**config.mk**
```make
export PLATFORM = sky130hd
export DESIGN_NAME = bounded_list_deque_engine_core
export DESIGN_NICKNAME = d
export VERILOG_FILES = /design/src/hw/rtl/bldq_pkg.sv /design/src/hw/rtl/bounded_list_deque_engine_core.sv /design/src/hw/rtl/bldq_cell.sv
export SDC_FILE = /design/constraint.sdc
export NUM_CORES = 1
export LEC_CHECK = 0
export ABC_AREA = 0
export BUFFER_PORTS_ARGS = -buffer_cell sky130_fd_sc_hd__buf_2
export CAP_MARGIN = 20
export CELL_PAD_IN_SITES_DETAIL_PLACEMENT = 2
export CELL_PAD_IN_SITES_GLOBAL_PLACEMENT = 2
export CORE_MARGIN = 4
export CORE_UTILIZATION = 41
export CTS_CLUSTER_DIAMETER = 40
export DETAILED_ROUTE_END_ITERATION = 8
export PLACE_DENSITY_LB_ADDON = 0.1
export SETUP_SLACK_MARGIN = 0.15
export SLEW_MARGIN = 5
export SYNTH_ARGS = -nofsm -noshare
export SYNTH_HDL_FRONTEND = slang
export SYNTH_SLANG_ARGS = --single-unit
export TNS_END_PERCENT = 30
```
**constraint.sdc**
```tcl
create_clock -name clock -period 3.4 [get_ports clock]
set_input_delay 0.34 -clock clock [delete_from_list [all_inputs] [get_ports clock]]
set_output_delay 0.34 -clock clock [all_outputs]
set_load 0.1 [all_outputs]
```
**src/hw/rtl/bldq_pkg.sv**
```systemverilog
`timescale 1ns / 1ps

package bldq_pkg;

   localparam int VALUE_W    = 32;
   localparam int REQ_TYPE_W = 3;
   localparam int STATUS_W   = 2;
   localparam int POSITION_W = 4;
   localparam int COUNT_W    = 5;

   typedef logic signed [VALUE_W-1:0] value_type;

   localparam logic [REQ_TYPE_W-1:0] OP_PUSH_FRONT = 3'd0;
   localparam logic [REQ_TYPE_W-1:0] OP_PUSH_BACK  = 3'd1;
   localparam logic [REQ_TYPE_W-1:0] OP_POP_FRONT  = 3'd2;
   localparam logic [REQ_TYPE_W-1:0] OP_POP_BACK   = 3'd3;
   localparam logic [REQ_TYPE_W-1:0] OP_FIND       = 3'd4;
   localparam logic [REQ_TYPE_W-1:0] OP_REMOVE_ALL = 3'd5;

   localparam logic [STATUS_W-1:0] STATUS_OK    = 2'd0;
   localparam logic [STATUS_W-1:0] STATUS_FULL  = 2'd1;
   localparam logic [STATUS_W-1:0] STATUS_EMPTY = 2'd2;

   typedef struct packed {
      logic [REQ_TYPE_W-1:0] req_type;
      value_type             value;
   } bldq_req_type;

   typedef struct packed {
      logic [STATUS_W-1:0]   status;
      logic                  found;
      logic [POSITION_W-1:0] position;
      logic [COUNT_W-1:0]    removed_count;
      value_type             head_value;
      value_type             tail_value;
      logic [COUNT_W-1:0]    count;
      logic                  empty_res;
   } bldq_rsp_type;

   typedef struct packed {
      logic shift_left;
      logic shift_right;
      logic load;
   } cell_ctl_type;

endpackage

```
**src/hw/rtl/bounded_list_deque_engine_core.sv**
```systemverilog
`timescale 1ns / 1ps

// Channel | Ports                        | Beat taken when
// --------+------------------------------+------------------------
// request | start, busy, req_data        | start high, busy low
// result  | rsp_strobe, rsp_data         | rsp_strobe high (one cycle)
//
// Most requests: result beat in the cycle after accept; the next request is accepted once busy has dropped.
// Non-empty pop back, find and remove all: the cell row rotates once through
// every entry, one per cycle, before the result beat; no new request is taken
// until busy drops after the result beat.
// Reset empties the store; entries are not cleared.
// The result beat cannot be stalled; busy stays high until it has gone out.

module bounded_list_deque_engine_core #(
   parameter int CAPACITY = 16
) (
   input  logic                    clock,
   input  logic                    reset,
   input  logic                    start,
   output logic                    busy,
   input  bldq_pkg::bldq_req_type  req_data,
   output logic                    rsp_strobe,
   output bldq_pkg::bldq_rsp_type  rsp_data
);

   localparam int IDX_W = $clog2(CAPACITY);
   localparam int CNT_W = $clog2(CAPACITY + 1);
   localparam int POS_W = bldq_pkg::POSITION_W;
   localparam int FLD_W = bldq_pkg::COUNT_W;
   localparam logic [CNT_W-1:0] FULL_CNT = CNT_W'(CAPACITY);
   localparam logic [CNT_W-1:0] ONE_CNT  = CNT_W'(1);

   typedef enum logic [1:0] {
      ST_IDLE,
      ST_PASS,
      ST_REPORT
   } state_type;

   state_type                      state_ff, state_in;
   logic [CNT_W-1:0]               occ_ff, occ_in;
   logic [CNT_W-1:0]               rem_ff, rem_in;
   logic [IDX_W-1:0]               step_ff, step_in;
   logic [bldq_pkg::STATUS_W-1:0]  status_ff, status_in;
   logic                           found_ff, found_in;
   logic [POS_W-1:0]               pos_ff, pos_in;
   logic [CNT_W-1:0]               removed_ff, removed_in;
   logic [bldq_pkg::REQ_TYPE_W-1:0] op_ff, op_in;
   bldq_pkg::value_type            val_ff, val_in;
   bldq_pkg::value_type            tail_ff, tail_in;

   bldq_pkg::cell_ctl_type         cell_ctl;
   logic [IDX_W-1:0]               load_idx;
   bldq_pkg::value_type            bcast;
   bldq_pkg::value_type            cell_val [CAPACITY];
   bldq_pkg::value_type            head;
   logic                           hit;
   logic                           drop;
   logic                           is_full;
   logic                           is_empty;

   genvar gi;
   generate
      for (gi = 0; gi < CAPACITY; gi++) begin : g_cell
         bldq_cell #(
            .IDX_W (IDX_W),
            .INDEX (gi)
         ) u_cell (
            .clock     (clock),
            .ctl       (cell_ctl),
            .load_idx  (load_idx),
            .load_data (bcast),
            .left_val  (cell_val[(gi == 0) ? 0 : gi - 1]),
            .right_val (cell_val[(gi == CAPACITY - 1) ? gi : gi + 1]),
            .value     (cell_val[gi])
         );
      end
   endgenerate

   assign head     = cell_val[0];
   assign hit      = (head == val_ff);
   assign is_full  = (occ_ff == FULL_CNT);
   assign is_empty = (occ_ff == '0);

   always_comb begin
      state_in   = state_ff;
      occ_in     = occ_ff;
      rem_in     = rem_ff;
      step_in    = step_ff;
      status_in  = status_ff;
      found_in   = found_ff;
      pos_in     = pos_ff;
      removed_in = removed_ff;
      op_in      = op_ff;
      val_in     = val_ff;
      tail_in    = tail_ff;
      cell_ctl   = '0;
      load_idx   = '0;
      bcast      = val_ff;
      drop       = 1'b0;
      unique case (state_ff)
         ST_IDLE: begin
            if (start) begin
               op_in      = req_data.req_type;
               val_in     = req_data.value;
               status_in  = bldq_pkg::STATUS_OK;
               found_in   = 1'b0;
               pos_in     = '0;
               removed_in = '0;
               step_in    = '0;
               rem_in     = occ_ff;
               bcast      = req_data.value;
               state_in   = ST_REPORT;
               unique case (req_data.req_type)
                  bldq_pkg::OP_PUSH_FRONT: begin
                     if (is_full) begin
                        status_in = bldq_pkg::STATUS_FULL;
                     end else begin
                        cell_ctl.shift_right = 1'b1;
                        cell_ctl.load        = 1'b1;
                        load_idx             = '0;
                        occ_in               = occ_ff + ONE_CNT;
                        if (is_empty) begin
                           tail_in = req_data.value;
                        end
                     end
                  end
                  bldq_pkg::OP_PUSH_BACK: begin
                     if (is_full) begin
                        status_in = bldq_pkg::STATUS_FULL;
                     end else begin
                        cell_ctl.load = 1'b1;
                        load_idx      = occ_ff[IDX_W-1:0];
                        occ_in        = occ_ff + ONE_CNT;
                        tail_in       = req_data.value;
                     end
                  end
                  bldq_pkg::OP_POP_FRONT: begin
                     if (is_empty) begin
                        status_in = bldq_pkg::STATUS_EMPTY;
                     end else begin
                        cell_ctl.shift_left = 1'b1;
                        occ_in              = occ_ff - ONE_CNT;
                     end
                  end
                  bldq_pkg::OP_POP_BACK: begin
                     if (is_empty) begin
                        status_in = bldq_pkg::STATUS_EMPTY;
                     end else begin
                        state_in = ST_PASS;
                     end
                  end
                  bldq_pkg::OP_FIND,
                  bldq_pkg::OP_REMOVE_ALL: begin
                     if (!is_empty) begin
                        state_in = ST_PASS;
                     end
                  end
                  default: begin
                  end
               endcase
            end
         end
         ST_PASS: begin
            // rotate head to the back of the live list; drop it instead where required
            drop = ((op_ff == bldq_pkg::OP_REMOVE_ALL) && hit) ||
                   ((op_ff == bldq_pkg::OP_POP_BACK) && (rem_ff == ONE_CNT));
            cell_ctl.shift_left = 1'b1;
            cell_ctl.load       = !drop;
            load_idx            = IDX_W'(occ_ff - ONE_CNT);
            bcast               = head;
            if (drop) begin
               occ_in = occ_ff - ONE_CNT;
               if (op_ff == bldq_pkg::OP_REMOVE_ALL) begin
                  removed_in = removed_ff + ONE_CNT;
               end
            end else begin
               tail_in = head;
            end
            if ((op_ff == bldq_pkg::OP_FIND) && hit && !found_ff) begin
               found_in = 1'b1;
               pos_in   = POS_W'(step_ff);
            end
            step_in = step_ff + IDX_W'(1);
            rem_in  = rem_ff - ONE_CNT;
            if (rem_ff == ONE_CNT) begin
               state_in = ST_REPORT;
            end
         end
         ST_REPORT: begin
            state_in = ST_IDLE;
         end
         default: begin
            state_in = ST_IDLE;
         end
      endcase
   end

   always_ff @(posedge clock) begin
      if (reset) begin
         state_ff   <= ST_IDLE;
         occ_ff     <= '0;
         rem_ff     <= '0;
         step_ff    <= '0;
         status_ff  <= bldq_pkg::STATUS_OK;
         found_ff   <= 1'b0;
         pos_ff     <= '0;
         removed_ff <= '0;
      end else begin
         state_ff   <= state_in;
         occ_ff     <= occ_in;
         rem_ff     <= rem_in;
         step_ff    <= step_in;
         status_ff  <= status_in;
         found_ff   <= found_in;
         pos_ff     <= pos_in;
         removed_ff <= removed_in;
      end
   end

   always_ff @(posedge clock) begin
      op_ff   <= op_in;
      val_ff  <= val_in;
      tail_ff <= tail_in;
   end

   assign busy       = (state_ff != ST_IDLE);
   assign rsp_strobe = (state_ff == ST_REPORT);

   always_comb begin
      rsp_data.status        = status_ff;
      rsp_data.found         = found_ff;
      rsp_data.position      = pos_ff;
      rsp_data.removed_count = FLD_W'(removed_ff);
      rsp_data.head_value    = is_empty ? '0 : head;
      rsp_data.tail_value    = is_empty ? '0 : tail_ff;
      rsp_data.count         = FLD_W'(occ_ff);
      rsp_data.empty_res     = is_empty;
   end

`ifndef SYNTHESIS
   a_accept_busy: assert property (@(posedge clock) disable iff (reset)
      (start && !busy) |=> busy)
      else $error("accepted beat did not raise busy");

   a_single_strobe: assert property (@(posedge clock) disable iff (reset)
      rsp_strobe |=> !rsp_strobe)
      else $error("result strobe held for more than one cycle");

   a_occ_bound: assert property (@(posedge clock) disable iff (reset)
      occ_ff <= FULL_CNT)
      else $error("occupancy beyond capacity");

   a_full_reject: assert property (@(posedge clock) disable iff (reset)
      (rsp_strobe && (rsp_data.status == bldq_pkg::STATUS_FULL)) |-> is_full)
      else $error("push rejected while not full");
`endif

endmodule

```
**src/hw/rtl/bldq_cell.sv**
```systemverilog
`timescale 1ns / 1ps

module bldq_cell #(
   parameter int IDX_W = 4,
   parameter int INDEX = 0
) (
   input  logic                      clock,
   input  bldq_pkg::cell_ctl_type    ctl,
   input  logic [IDX_W-1:0]          load_idx,
   input  bldq_pkg::value_type       load_data,
   input  bldq_pkg::value_type       left_val,
   input  bldq_pkg::value_type       right_val,
   output bldq_pkg::value_type       value
);

   localparam logic [IDX_W-1:0] MY_IDX = IDX_W'(INDEX);

   bldq_pkg::value_type value_ff;
   bldq_pkg::value_type value_in;

   always_comb begin
      priority if (ctl.load && (load_idx == MY_IDX)) begin
         value_in = load_data;
      end else if (ctl.shift_left) begin
         value_in = right_val;
      end else if (ctl.shift_right) begin
         value_in = left_val;
      end else begin
         value_in = value_ff;
      end
   end

   always_ff @(posedge clock) begin
      value_ff <= value_in;
   end

   assign value = value_ff;

endmodule

```
==> out/metrics.cfg <==
[outcome]
status=completed

[timing]
period_needed_ns=3.15
rsz0062_at_grt=true
fmax_mhz=317
slew_viol_final=0
relSlewSlack=0.545
setup_violations=0
holdWs_ns=0.0469
fin_ws_ns=0.247
fin_worst_skew_ns=0.0437
min_period_over_period=0.927
worst_slew_pin_slew_ns=0.682
finalHoldViolCount=0

[clock_network]
cts.sinks=607
cts_tree=yes
clk_pin_slew_ns=0.05
clock_latency_ns=0.67
htreeDepth=3
clk_path_buf_depth=3
numCtsBuffers=114
root_buffer=clkbuf_16

[setup_path]
required_ns=3.73
crit_chain=inv_1 -> ha_1 -> and4bb_1 -> nor2_1 -> a41o_2 -> nand2_1 -> o32ai_4 -> nand2b_2 -> buf_4
path_class=flip-flop to flip-flop
cpMaxStageDelayCell=o32ai_4
cp_max_fo=18
startpoint_type=flip-flop
cpPeakStageDelay_ns=0.51
worst_ep_arrival_time_ns=3.48
cp-end-kind=flip-flop

[route]
drt.antenna.violating_nets=0
wirelength_um=92200
routed-via-count=20530
vias_per_cell=5.48
dr.pass1.iters=5
routedWlPerCell_um=24.6
drc=0
first_iter_violations=1065

[final_layout]
drive_gt1_frac=0.196
instances_no_fill=3747
nFillCells=7479
nets=2644
syn2layout_area_growth_pct=19.2
post-route-util=0.494

[yosys]
yosysWarningCount=0
synth_mux_area_frac=0.316
ys_async_sr_fraction=0
syn_area_per_cell_um2=13.7
synth_edf_count=579
yosysTopAreaCell=edfxtp_1
synth_xor_xnor_area_share=0.00934
synth_seq_area_share=0.547
synth_common_cells=993 x mux2i_1, 579 x edfxtp_1, 125 x nand2_1, 74 x nor2b_1, 72 x inv_1
synth.cell_area_um2=32800
synthSimpleGateAreaFrac=0.0523
synthFlopType=edfxtp_1
postSynthCellCount=2388
synthesis.nets=2433
ys_seq_elements=607
synth_top_family_by_area=multiplexers
synth_top_area_frac=0.530
ys_types=65
synth_compound_area_frac=0.0283
yosysMostFrequentCell=mux2i_1
synth-adder-area-share=0.00267
synth.top_cells.by_area=edfxtp_1 53%, mux2i_1 30%, dfxtp_1 1.7%

[placed_design]
dp_cells=3501
dp_hpwl_um=63400
post-place-ws_ns=0.149
io_buffers=121
gp_congestion=0.794

[grt]
grt_pass1_wl_um=144000
globalRoute.totalOverflow=0
antenna_found_initial=1
grt_pass1_vias=22870
grt_max_degree=50
grt_usage=0.214

[floorplanning]
dieWidth_um=291
initial_core_util=0.415
dieArea_um2=84700
ios=122
dieHeight_um=291
coreArea_um2=79100
row_count=103

[power_and_ir_drop]
design_power_total_w=0.0229
power_leakage_nw=16.7
irDropWorstVdd_v=0.000503
powerDensity_nw_per_um2=585

[flow_run]
maxCapViolations=0

[worst_hold_path]
hold_path_class=input port to flip-flop

cells by family after synthesis:
family | after synthesis
AOI/OAI and AO/OA | 110
and+or+nand+nor | 341
xor gates and xnor gates | 35
buffers and inverters | 257
adders and majority gates | 7
muxes | 1031
DFF | 607
sequential cells by signal, indices dropped and copies added (netlist names), 4 cells and up:
signal,flops
val_ff,32
occ_ff,5
g_cell.u_cell.value,512
pos_ff,4
tail_ff,32
rem_ff,5
removed_ff,5
step_ff,4
report_power, final:
part           total [W]  switching (W)  internal (W)
combinational    0.00249        0.00173      0.000758
clock             0.0115        0.00399       0.00751
sequential       0.00889       0.000267       0.00862
placed cells by master, fill, tap and decap left out, types with 5 or more instances in the layout:
| cell | count |
|---|---|
| nand3b_1 | 5 |
| clkbuf_1 | 18 |
| o32a_2 | 6 |
| ha_1 | 7 |
| mux2i_1 | 993 |
| nor3_1 | 9 |
| nand2b_2 | 9 |
| buf_2 | 121 |
| nor2_1 | 63 |
| dlygate4sd3_1 | 29 |
| clkbuf_16 | 114 |
| nand2_1 | 119 |
| clkinv_2 | 21 |
| nand4_1 | 8 |
| edfxtp_1 | 579 |
| nor2b_1 | 74 |
| o21ai_0 | 6 |
| clkinv_1 | 18 |
| a21oi_1 | 53 |
| bufinv_16 | 18 |
| buf_4 | 101 |
| clkinvlp_4 | 9 |
| buf_12 | 21 |
| nand3_1 | 9 |
| dfxtp_2 | 5 |
| inv_1 | 72 |
| nand2_2 | 7 |
| mux2_2 | 38 |
| inv_6 | 8 |
| a22oi_1 | 6 |
| xor2_1 | 34 |
| o32ai_4 | 6 |
| nor4_1 | 10 |
| dfxtp_1 | 21 |
| o22ai_4 | 5 |
| buf_6 | 5 |
routing by layer:
layer	GRT usage	vias to the layer above	wire, um
met5	0	-	0
met4	0.0597	0	2130
met3	0.0305	126	2800
met2	0.347	327	43200
met1	0.301	10697	44100
li1	-	9380	-
final cells by class:
| type | count | area [um^2] | area share |
|---|---|---|---|
| clock buffers | 132 | 2920 | 0.0746 |
| flip-flops and latches | 607 | 18000 | 0.459 |
| inverters | 73 | 275 | 0.00704 |
| repair buffers | 279 | 2170 | 0.0556 |
| clock inverters | 81 | 973 | 0.0249 |
| well taps | 1050 | 1310 | 0.0336 |
| multi-input cells | 1524 | 13500 | 0.345 |
| diodes | 1 | 2.50 | 0.0000640 |
critical path: cells and delay by family (launching register included):
family / cells / cell delay, ns
compound gates: 2 / 0.85
buf+inv: 2 / 0.41
flops: 1 / 0.42
fa+ha+maj: 1 / 0.23
simple gates: 4 / 0.90
per-stage QoR:
| stage | TNS, ns | area [um^2] |
|---|---|---|
| after floorplan | -6.53 | 32900 |
| after global placement | 0 | 34900 |
| after detailed placement | 0 | 34900 |
| after CTS | 0 | 39100 |
| after global routing | 0 | 39100 |
| final | 0 | 39100 |
final timing paths:
check                    start                          to  slack (ns)  depth (start not counted)
setup / recovery     occ_ff[0]  g_cell[13].u_cell.value[4]        0.25                          9
setup reg to reg     occ_ff[0]  g_cell[13].u_cell.value[4]        0.25                          9
hold reg to reg   status_ff[1]                status_ff[1]        0.47                          2
hold / removal    req_data[29]                 tail_ff[29]        0.05                          3
repair_timing:
item,CTS,global route
endpoints found under the setup margin,54,164
endpoints found under the hold margin,29,0
setup buffers,0,2
hold buffers,29,0
gates resized for setup,3,5
Power figures use the tool's default switching activity.
